<file path="src/hdl/dtcmb_pkg.sv">
package dtcmb_pkg;

  typedef enum logic [2:0] {
    CMD_ACTIVATE      = 3'd0,
    CMD_DEACTIVATE    = 3'd1,
    CMD_CLEAR_PREV    = 3'd2,
    CMD_READ_ACTIVE   = 3'd3,
    CMD_READ_PREVIOUS = 3'd4
  } cmd_e;

  typedef enum logic [3:0] {
    ST_IDLE,
    ST_FIND,
    ST_FIND_END,
    ST_DECIDE,
    ST_RESP,
    ST_RD_HDR,
    ST_RD_SCAN,
    ST_RD_EMIT,
    ST_RD_PAD,
    ST_RD_FLUSH
  } state_e;

  localparam int unsigned SpnW   = 19;
  localparam int unsigned FmiW   = 5;
  localparam int unsigned OccW   = 16;
  localparam int unsigned ByteW  = 8;

  localparam logic [OccW-1:0]  OccMax    = 16'hFFFF;
  localparam logic [ByteW-1:0] ByteFill  = 8'hFF;
  localparam logic [ByteW-1:0] ByteCnSat = 8'h7F;

  // One table entry as stored in the entry memory.
  typedef struct packed {
    logic [OccW-1:0] count;
    logic [FmiW-1:0] mode;
    logic [SpnW-1:0] suspect;
  } entry_t;

  localparam int unsigned EntryW = $bits(entry_t);

endpackage

</file>
<file path="src/hdl/dtcmb_ram.sv">
module dtcmb_ram #(
  parameter int unsigned WIDTH = 8,
  parameter int unsigned DEPTH = 16
) (
  input  logic                     clk_i,
  input  logic                     we_i,
  input  logic [$clog2(DEPTH)-1:0] waddr_i,
  input  logic [WIDTH-1:0]         wdata_i,
  input  logic                     re_i,
  input  logic [$clog2(DEPTH)-1:0] raddr_i,
  output logic [WIDTH-1:0]         rdata_o
);

  logic [WIDTH-1:0] mem_q [DEPTH];
  logic [WIDTH-1:0] rdata_q;

  always_ff @(posedge clk_i) begin
    if (we_i) begin
      mem_q[waddr_i] <= wdata_i;
    end
    if (re_i) begin
      rdata_q <= mem_q[raddr_i];
    end
  end

  assign rdata_o = rdata_q;

endmodule

</file>
<file path="src/hdl/dtc_table_dm_message_builder_top.sv">
// Channel    | Direction | tdata (lowest bit first)                 | Side bands
// s_axis     | in        | suspect_number[18:0], failure_mode[4:0]  | tuser: command
// m_axis     | out       | message_byte[7:0], occurrence_count[15:0] | tlast: last
//
// One command is worked on at a time. Activate and deactivate scan the entry
// memory one entry per cycle. A list read steps over unlisted entries one entry
// per cycle, reads each listed code from the memory and sends its four bytes.
// Reset clears the valid and active marks at once; the entry memory needs no
// clearing pass.
// The output register holds one result; each byte of a read is held back in a
// pending register so that tlast is known. A stalled m_axis simply pauses the sequencer.
module dtc_table_dm_message_builder_top #(
  parameter int unsigned TABLE_ENTRIES = 16,
  parameter int unsigned MAX_ACTIVE    = 8,
  parameter int unsigned MAX_PREVIOUS  = 8
) (
  input  logic        clk_i,
  input  logic        rst_ni,
  input  logic        s_axis_tvalid,
  output logic        s_axis_tready,
  input  logic [23:0] s_axis_tdata,  // suspect_number[18:0], failure_mode[23:19]
  input  logic [2:0]  s_axis_tuser,  // command[2:0]
  output logic        m_axis_tvalid,
  input  logic        m_axis_tready,
  output logic [23:0] m_axis_tdata,  // message_byte[7:0], occurrence_count[23:8]
  output logic        m_axis_tlast   // last
);

  import dtcmb_pkg::*;

  localparam int unsigned IdxW   = $clog2(TABLE_ENTRIES);
  localparam int unsigned PtrW   = $clog2(TABLE_ENTRIES + 1);
  localparam int unsigned CntTop = (TABLE_ENTRIES > 15) ? TABLE_ENTRIES : 15;
  localparam int unsigned CntW   = $clog2(CntTop + 1);

  state_e             state_q, state_d;
  cmd_e               cmd_q, cmd_d;
  logic [SpnW-1:0]    spn_q, spn_d;
  logic [FmiW-1:0]    fmi_q, fmi_d;
  logic [PtrW-1:0]    ptr_q, ptr_d;
  logic               chk_vld_q, chk_vld_d;
  logic [IdxW-1:0]    chk_idx_q, chk_idx_d;
  logic               hit_q, hit_d;
  logic [IdxW-1:0]    hit_idx_q, hit_idx_d;
  logic [OccW-1:0]    hit_cnt_q, hit_cnt_d;
  logic               free_q, free_d;
  logic [IdxW-1:0]    free_idx_q, free_idx_d;
  logic [TABLE_ENTRIES-1:0] valid_q, valid_d;
  logic [TABLE_ENTRIES-1:0] active_q, active_d;
  logic [CntW-1:0]    act_cnt_q, act_cnt_d;
  logic [CntW-1:0]    prev_cnt_q, prev_cnt_d;
  logic [CntW-1:0]    listed_q, listed_d;
  logic [2:0]         sub_q, sub_d;
  logic [OccW-1:0]    res_cnt_q, res_cnt_d;
  logic               pend_valid_q, pend_valid_d;
  logic [ByteW-1:0]   pend_byte_q, pend_byte_d;
  logic               out_valid_q, out_valid_d;
  logic [ByteW-1:0]   out_byte_q, out_byte_d;
  logic [OccW-1:0]    out_cnt_q, out_cnt_d;
  logic               out_last_q, out_last_d;

  logic               ram_we, ram_re;
  logic [IdxW-1:0]    ram_waddr, ram_raddr;
  entry_t             ram_wdata, ram_rdata;
  logic [EntryW-1:0]  ram_rdata_raw;

  logic               out_free;
  logic               emit_en, emit_go;
  logic [ByteW-1:0]   emit_byte;
  logic [IdxW-1:0]    ptr_idx;
  logic               want_active;
  logic [CntW-1:0]    list_limit;
  logic [OccW-1:0]    inc_cnt;

  dtcmb_ram #(
    .WIDTH(EntryW),
    .DEPTH(TABLE_ENTRIES)
  ) u_entry_ram (
    .clk_i  (clk_i),
    .we_i   (ram_we),
    .waddr_i(ram_waddr),
    .wdata_i(ram_wdata),
    .re_i   (ram_re),
    .raddr_i(ram_raddr),
    .rdata_o(ram_rdata_raw)
  );

  assign ram_rdata = entry_t'(ram_rdata_raw);

  assign out_free    = !out_valid_q || m_axis_tready;
  assign ptr_idx     = ptr_q[IdxW-1:0];
  assign want_active = (cmd_q == CMD_READ_ACTIVE);
  assign list_limit  = want_active ? CntW'(MAX_ACTIVE) : CntW'(MAX_PREVIOUS);
  assign inc_cnt     = (hit_cnt_q == OccMax) ? hit_cnt_q : hit_cnt_q + 1'b1;
  assign emit_go     = emit_en && (!pend_valid_q || out_free);
  assign ram_raddr   = ptr_idx;

  always_comb begin
    state_d      = state_q;
    cmd_d        = cmd_q;
    spn_d        = spn_q;
    fmi_d        = fmi_q;
    ptr_d        = ptr_q;
    chk_vld_d    = 1'b0;
    chk_idx_d    = chk_idx_q;
    hit_d        = hit_q;
    hit_idx_d    = hit_idx_q;
    hit_cnt_d    = hit_cnt_q;
    free_d       = free_q;
    free_idx_d   = free_idx_q;
    valid_d      = valid_q;
    active_d     = active_q;
    act_cnt_d    = act_cnt_q;
    prev_cnt_d   = prev_cnt_q;
    listed_d     = listed_q;
    sub_d        = sub_q;
    res_cnt_d    = res_cnt_q;
    pend_valid_d = pend_valid_q;
    pend_byte_d  = pend_byte_q;
    out_valid_d  = out_valid_q && !m_axis_tready;
    out_byte_d   = out_byte_q;
    out_cnt_d    = out_cnt_q;
    out_last_d   = out_last_q;
    ram_we       = 1'b0;
    ram_re       = 1'b0;
    ram_waddr    = hit_idx_q;
    ram_wdata    = '{count: hit_cnt_q, mode: fmi_q, suspect: spn_q};
    emit_en      = 1'b0;
    emit_byte    = ByteFill;

    // Compare stage of the table scan: data read in the previous cycle.
    if (chk_vld_q && valid_q[chk_idx_q] && ram_rdata.suspect == spn_q &&
        ram_rdata.mode == fmi_q) begin
      hit_d     = 1'b1;
      hit_idx_d = chk_idx_q;
      hit_cnt_d = ram_rdata.count;
    end

    unique case (state_q)
      ST_IDLE: begin
        if (s_axis_tvalid) begin
          spn_d    = s_axis_tdata[SpnW-1:0];
          fmi_d    = s_axis_tdata[SpnW+FmiW-1:SpnW];
          ptr_d    = '0;
          hit_d    = 1'b0;
          free_d   = 1'b0;
          listed_d = '0;
          sub_d    = '0;
          priority case (s_axis_tuser)
            CMD_ACTIVATE: begin
              cmd_d   = CMD_ACTIVATE;
              state_d = ST_FIND;
            end
            CMD_DEACTIVATE: begin
              cmd_d   = CMD_DEACTIVATE;
              state_d = ST_FIND;
            end
            CMD_CLEAR_PREV: begin
              cmd_d      = CMD_CLEAR_PREV;
              valid_d    = valid_q & active_q;
              prev_cnt_d = '0;
              res_cnt_d  = '0;
              state_d    = ST_RESP;
            end
            CMD_READ_ACTIVE: begin
              cmd_d   = CMD_READ_ACTIVE;
              state_d = ST_RD_HDR;
            end
            CMD_READ_PREVIOUS: begin
              cmd_d   = CMD_READ_PREVIOUS;
              state_d = ST_RD_HDR;
            end
            default: begin
              state_d = ST_IDLE;
            end
          endcase
        end
      end

      ST_FIND: begin
        ram_re    = 1'b1;
        chk_vld_d = 1'b1;
        chk_idx_d = ptr_idx;
        if (!free_q && !valid_q[ptr_idx]) begin
          free_d     = 1'b1;
          free_idx_d = ptr_idx;
        end
        ptr_d = ptr_q + 1'b1;
        if (ptr_q == PtrW'(TABLE_ENTRIES - 1)) begin
          state_d = ST_FIND_END;
        end
      end

      ST_FIND_END: begin
        state_d = ST_DECIDE;
      end

      ST_DECIDE: begin
        res_cnt_d = '0;
        state_d   = ST_RESP;
        if (cmd_q == CMD_ACTIVATE) begin
          if (hit_q && active_q[hit_idx_q]) begin
            res_cnt_d = hit_cnt_q;
          end else if (act_cnt_q >= CntW'(MAX_ACTIVE)) begin
            res_cnt_d = '0;
          end else if (hit_q) begin
            // A previously active code comes back.
            ram_we              = 1'b1;
            ram_wdata.count     = inc_cnt;
            active_d[hit_idx_q] = 1'b1;
            act_cnt_d           = act_cnt_q + 1'b1;
            prev_cnt_d          = prev_cnt_q - 1'b1;
            res_cnt_d           = inc_cnt;
          end else if (free_q) begin
            ram_we               = 1'b1;
            ram_waddr            = free_idx_q;
            ram_wdata.count      = OccW'(1);
            valid_d[free_idx_q]  = 1'b1;
            active_d[free_idx_q] = 1'b1;
            act_cnt_d            = act_cnt_q + 1'b1;
            res_cnt_d            = OccW'(1);
          end
        end else if (hit_q) begin
          if (!active_q[hit_idx_q]) begin
            res_cnt_d = hit_cnt_q;
          end else if (prev_cnt_q < CntW'(MAX_PREVIOUS)) begin
            active_d[hit_idx_q] = 1'b0;
            act_cnt_d           = act_cnt_q - 1'b1;
            prev_cnt_d          = prev_cnt_q + 1'b1;
            res_cnt_d           = hit_cnt_q;
          end
        end
      end

      ST_RESP: begin
        if (out_free) begin
          out_valid_d = 1'b1;
          out_byte_d  = '0;
          out_cnt_d   = res_cnt_q;
          out_last_d  = 1'b1;
          state_d     = ST_IDLE;
        end
      end

      ST_RD_HDR: begin
        emit_en   = 1'b1;
        emit_byte = ByteFill;
        if (emit_go) begin
          sub_d = sub_q + 1'b1;
          if (sub_q == 3'd1) begin
            state_d = ST_RD_SCAN;
          end
        end
      end

      ST_RD_SCAN: begin
        if (ptr_q == PtrW'(TABLE_ENTRIES) || listed_q == list_limit) begin
          if (listed_q == '0) begin
            sub_d   = 3'd0;
            state_d = ST_RD_PAD;
          end else if (listed_q == CntW'(1)) begin
            sub_d   = 3'd4;
            state_d = ST_RD_PAD;
          end else begin
            state_d = ST_RD_FLUSH;
          end
        end else if (valid_q[ptr_idx] && active_q[ptr_idx] == want_active) begin
          ram_re  = 1'b1;
          sub_d   = '0;
          state_d = ST_RD_EMIT;
        end else begin
          ptr_d = ptr_q + 1'b1;
        end
      end

      ST_RD_EMIT: begin
        emit_en = 1'b1;
        unique case (sub_q[1:0])
          2'd0: emit_byte = ram_rdata.suspect[7:0];
          2'd1: emit_byte = ram_rdata.suspect[15:8];
          2'd2: emit_byte = {ram_rdata.suspect[18:16], ram_rdata.mode};
          default: begin
            emit_byte = (ram_rdata.count < OccW'(ByteCnSat)) ?
                        ram_rdata.count[ByteW-1:0] : ByteCnSat;
          end
        endcase
        if (emit_go) begin
          sub_d = sub_q + 1'b1;
          if (sub_q == 3'd3) begin
            listed_d = listed_q + 1'b1;
            ptr_d    = ptr_q + 1'b1;
            state_d  = ST_RD_SCAN;
          end
        end
      end

      ST_RD_PAD: begin
        emit_en   = 1'b1;
        emit_byte = (sub_q < 3'd4) ? '0 : ByteFill;
        if (emit_go) begin
          sub_d = sub_q + 1'b1;
          if (sub_q == 3'd5) begin
            state_d = ST_RD_FLUSH;
          end
        end
      end

      ST_RD_FLUSH: begin
        if (out_free) begin
          out_valid_d  = 1'b1;
          out_byte_d   = pend_byte_q;
          out_cnt_d    = '0;
          out_last_d   = 1'b1;
          pend_valid_d = 1'b0;
          state_d      = ST_IDLE;
        end
      end

      default: begin
        state_d = ST_IDLE;
      end
    endcase

    // Each new byte of a list pushes the one held before it to the output.
    if (emit_go) begin
      pend_valid_d = 1'b1;
      pend_byte_d  = emit_byte;
      if (pend_valid_q) begin
        out_valid_d = 1'b1;
        out_byte_d  = pend_byte_q;
        out_cnt_d   = '0;
        out_last_d  = 1'b0;
      end
    end
  end

  always_ff @(posedge clk_i or negedge rst_ni) begin
    if (!rst_ni) begin
      state_q      <= ST_IDLE;
      cmd_q        <= CMD_ACTIVATE;
      spn_q        <= '0;
      fmi_q        <= '0;
      ptr_q        <= '0;
      chk_vld_q    <= 1'b0;
      chk_idx_q    <= '0;
      hit_q        <= 1'b0;
      hit_idx_q    <= '0;
      hit_cnt_q    <= '0;
      free_q       <= 1'b0;
      free_idx_q   <= '0;
      valid_q      <= '0;
      active_q     <= '0;
      act_cnt_q    <= '0;
      prev_cnt_q   <= '0;
      listed_q     <= '0;
      sub_q        <= '0;
      res_cnt_q    <= '0;
      pend_valid_q <= 1'b0;
      pend_byte_q  <= '0;
      out_valid_q  <= 1'b0;
      out_byte_q   <= '0;
      out_cnt_q    <= '0;
      out_last_q   <= 1'b0;
    end else begin
      state_q      <= state_d;
      cmd_q        <= cmd_d;
      spn_q        <= spn_d;
      fmi_q        <= fmi_d;
      ptr_q        <= ptr_d;
      chk_vld_q    <= chk_vld_d;
      chk_idx_q    <= chk_idx_d;
      hit_q        <= hit_d;
      hit_idx_q    <= hit_idx_d;
      hit_cnt_q    <= hit_cnt_d;
      free_q       <= free_d;
      free_idx_q   <= free_idx_d;
      valid_q      <= valid_d;
      active_q     <= active_d;
      act_cnt_q    <= act_cnt_d;
      prev_cnt_q   <= prev_cnt_d;
      listed_q     <= listed_d;
      sub_q        <= sub_d;
      res_cnt_q    <= res_cnt_d;
      pend_valid_q <= pend_valid_d;
      pend_byte_q  <= pend_byte_d;
      out_valid_q  <= out_valid_d;
      out_byte_q   <= out_byte_d;
      out_cnt_q    <= out_cnt_d;
      out_last_q   <= out_last_d;
    end
  end

  assign s_axis_tready = (state_q == ST_IDLE);
  assign m_axis_tvalid = out_valid_q;
  assign m_axis_tdata  = {out_cnt_q, out_byte_q};
  assign m_axis_tlast  = out_last_q;

endmodule
</file>
<file path="config.mk">
export PLATFORM = sky130hd
export DESIGN_NAME = dtc_table_dm_message_builder_top
export DESIGN_NICKNAME = d
export VERILOG_FILES = /design/src/hdl/dtcmb_pkg.sv /design/src/hdl/dtcmb_ram.sv /design/src/hdl/dtc_table_dm_message_builder_top.sv
export SDC_FILE = /design/constraint.sdc
export NUM_CORES = 1
export LEC_CHECK = 0
export BUFFER_PORTS_ARGS = -buffer_cell sky130_fd_sc_hd__buf_2
export CORE_MARGIN = 1.5
export CORE_UTILIZATION = 40
export CTS_CLUSTER_DIAMETER = 120
export DETAILED_ROUTE_END_ITERATION = 7
export MAX_ROUTING_LAYER = met4
export PLACE_DENSITY = 0.55
export RECOVER_POWER = 25
export SETUP_SLACK_MARGIN = 0.4
export SLEW_MARGIN = 5
export SYNTH_ARGS = -nofsm -noshare
export SYNTH_HDL_FRONTEND = slang
export SYNTH_SLANG_ARGS = --single-unit
</file>
<file path="constraint.sdc">
create_clock -name clk_i -period 16 [get_ports clk_i]
set_input_delay 0.8 -clock clk_i [delete_from_list [all_inputs] [get_ports clk_i]]
set_output_delay 0.8 -clock clk_i [all_outputs]
set_load 0.05 [all_outputs]
</file>
==> impl_metrics.py <==
metrics = {
    "floorplan": {
        "ios": 58,
        "row_count": 108,
        "core_area_sq_um": 87200,
        "die_width_um": 300,
        "start_util_pct": 40.6,
        "die_y_um": 300,
        "dieArea_sq_um": 90200,
    },
    "placement": {
        "port_buffers": 57,
        "dp_hpwl_um": 51500,
        "gp_congestion": 0.895,
    },
    "clocking": {
        "ctsHoldBuffers": 0,
        "cts_setup_buffers": 0,
        "cts_made_buffers": 91,
        "htree_num_levels": 3,
        "clk_pin_slew_ps": 60,
        "clk_latency_ps": 670,
        "cts_tree": "built",
        "postCtsResizedCells": 0,
        "clkSinkCount": 848,
        "clockRootBuffer": "clkbuf_16",
        "clockBufferDepth": 3,
    },
    "status": {
        "violations": "capacitance limit, slew limit",
        "outcome": "finished, violations left",
    },
    "timing": {
        "period_needed_ps": 5540,
        "final.setup_skew_ps": 41.7,
        "setup_viol": 0,
        "whs_ps": 327,
        "slew_headroom_pct": -261,
        "hold_violations": 0,
        "final.period_utilization_pct": 34.7,
        "fmax_ghz": 0.180,
        "rsz0062_at_grt": "false",
        "tightest_slew_ps": 5420,
        "finalSetupTns_ps": 0,
        "slew_violations": 82,
    },
    "power": {
        "ir_drop_mv": 0.125,
        "p_per_area_nw_per_um2": 170,
        "p_leak_uw": 0.0138,
    },
    "yosys": {
        "ys_ff_latch": 848,
        "synth_area_sq_um": 35400,
        "netlist.area_leader.share_pct": 57.7,
        "syn_avg_cell_area_sq_um": 17.0,
        "synth_cell_types": 81,
        "synth-edff-count": 680,
        "syn_inst": 2075,
        "synth_area_leaders": "edfxtp_1 (58%), mux4_2 (14%), dfrtp_1 (12%)",
        "syn_nets": 2126,
        "ys_warn_count": 0,
        "synth_top_flop_cell": "edfxtp_1",
        "async_flop_share_pct": 19.8,
        "yosysTopAreaCell": "edfxtp_1",
        "yosysSeqAreaShare_pct": 69.6,
    },
    "setup_path": {
        "crit_path_end_kind": "async pin",
        "cp_slowest_cell": "clkbuf_1",
        "crit_type": "in -> async",
        "cp_cell_sequence": "clkbuf_1, buf_4, buf_4",
        "crit_required_ps": 16650,
        "regToRegStartpoint": "ptr_q[0]",
        "cpPeakStageDelay_ps": 3700,
        "arrival_ps": 6190,
        "crit_path_start_kind": "primary input",
        "rrSetupSlack_ps": 10890,
        "crit_top_cell": "buf_4",
        "reg2regPathDepth": 6,
        "crit_fanout": 81,
        "reg2reg_to": "u_entry_ram.rdata_o[31]",
    },
    "min_path": {
        "hold_end": "spn_q[13]",
        "hp-class": "in -> reg",
        "whs_path_depth": 3,
        "min-delay-start": "s_axis_tdata[13]",
    },
    "route": {
        "num_vias": 19568,
        "wl_per_cell_um": 27.0,
        "final_antenna_net_count": 0,
        "viasPerCell": 5.80,
        "drtPass1Iterations": 6,
        "drcViolationCount": 0,
        "routed_wl_um": 91100,
        "drt-initial-drc-count": 1903,
    },
    "cells_and_area": {
        "drive_gt1_share_pct": 23.4,
        "num-fill-cells": 7448,
        "nets": 2196,
        "num_antenna_cells": 0,
        "areaGrowthSynthToFinish_pct": 13.5,
    },
    "grt": {
        "grt_pass1_vias": 19999,
        "grt_remaining_overflow": 0,
        "grt_pass1_wl_um": 136000,
        "antenna_found_initial": 0,
        "grt_max_degree": 127,
        "track_usage_pct": 21.2,
    },
    "job": {
        "cap_viol_max_count": 1,
    },
}
worst max-delay path: cells and delay by family:
family	cells	cell delay [ps]
buffers and inverters	3	5240
how the worst max path moves through the flow:
stage                     startpoint                       to  slack, ps  depth (start not counted)
after floorplan             ptr_q[1]   u_entry_ram.rdata_o[0]      10450                         10
after global placement      ptr_q[0]   u_entry_ram.rdata_o[1]      10680                          6
after detailed placement    ptr_q[0]  u_entry_ram.rdata_o[14]      10640                          6
after CTS                   ptr_q[0]  u_entry_ram.rdata_o[14]      10640                          6
after global routing          rst_ni                 ptr_q[0]       9530                          3
final                         rst_ni                 ptr_q[2]      10460                          3
final cells by class:
| type | count | area (sq um) | area share (%) |
|---|---|---|---|
| clock buffers | 112 | 2410 | 5.99 |
| clock inverters | 57 | 669 | 1.67 |
| inverters | 36 | 135 | 0.337 |
| multi-input cells | 1067 | 10200 | 25.5 |
| flip-flops and latches | 848 | 24600 | 61.4 |
| well taps | 1155 | 1450 | 3.60 |
| repair buffers | 101 | 623 | 1.55 |
cells in the final DEF (no fill, tap or decap), drive strengths merged, types with 13 or more instances in the layout:
cell,Yosys,routed
a21oi,87,87
a22oi,34,34
a2bb2oi,18,18
buf,35,99
clkbuf,89,114
clkinv,1,40
dfrtp,168,168
edfxtp,680,680
ha,18,18
inv,35,39
mux2,33,33
mux2i,24,24
mux4,212,212
nand2,144,144
nand3,28,28
nand4,13,13
nor2,136,136
nor3,30,30
nor4,17,17
o21ai,46,46
xnor2,28,28
stage by stage:
| stage | total power [uW] | worst slack, ps | area, sq um | utilization (%) | instances |
|---|---|---|---|---|---|
| floorplan | 4160 | 10450 | 35400 | - | 2075 |
| global placement | 4700 | 10680 | 37100 | 42.5 | 3207 |
| detailed placement | 4730 | 10640 | 37100 | 42.5 | 3207 |
| CTS | 6880 | 10640 | 40200 | 46.1 | 3376 |
| global route | 7110 | 9530 | 40200 | 46.1 | 3376 |
| finish | 6820 | 10460 | 40200 | 46.1 | 3376 |
state kept, by name (all words and copies together), names as in the netlist, 8 cells and up:
name / count
u_entry_ram.mem_q: 640
res_cnt_q: 16
out_cnt_q: 16
active_q: 16
spn_q: 19
u_entry_ram.rdata_o: 40
pend_byte_q: 8
hit_cnt_q: 16
valid_q: 16
out_byte_q: 8
cells by family after synthesis:
family,after synthesis,synth area share (%)
flip-flops,848,69.6
AND/OR/NAND/NOR,448,6.00
AO/OA/AOI/OAI,293,5.58
multiplexers,269,15.3
buffers and inverters,160,1.86
XOR/XNOR,37,0.916
adder cells (fa/ha/maj),20,0.750
metal layers:
layer | up-vias | share of wire (%) | global-route usage (%)
met4 | 0 | 2.9 | 6.35
met3 | 154 | 5.4 | 3.00
li1 | 8399 | - | -
met1 | 10384 | 44 | 29.4
met2 | 631 | 48 | 32.5
met5 | - | 0 | -
synthesized netlist by cell type (5+ instances only):
master and n:
a211oi_1 8, a21o_1 8, a21oi_1 86, a221oi_1 5, a22o_1 10, a22oi_1 34
a2bb2oi_1 18, a31oi_1 10, and2_1 7, and3_1 11, buf_1 7, buf_2 22
clkbuf_1 89, dfrtp_1 168, edfxtp_1 680, ha_1 18, inv_1 34, mux2_2 27
mux2i_1 24, mux4_2 212, nand2_1 144, nand2b_1 11, nand3_1 28, nand4_1 13
nor2_1 135, nor2b_1 11, nor3_1 28, nor3b_1 11, nor4_1 15, o211ai_1 7
o21ai_0 42, o22a_1 8, o2bb2ai_1 5, o31ai_1 5, or3_1 7, xnor2_1 28
xor2_1 9
report_power, final:
part	leakage [uW]	switching, uW	internal (uW)	total [uW]
Sequential	0.00860	348	2730	3080
Clock	0.00150	896	1260	2150
Combinational	0.00370	896	691	1590
Total	0.0138	2140	4680	6820
No activity file was read; power rests on OpenSTA's default activity.
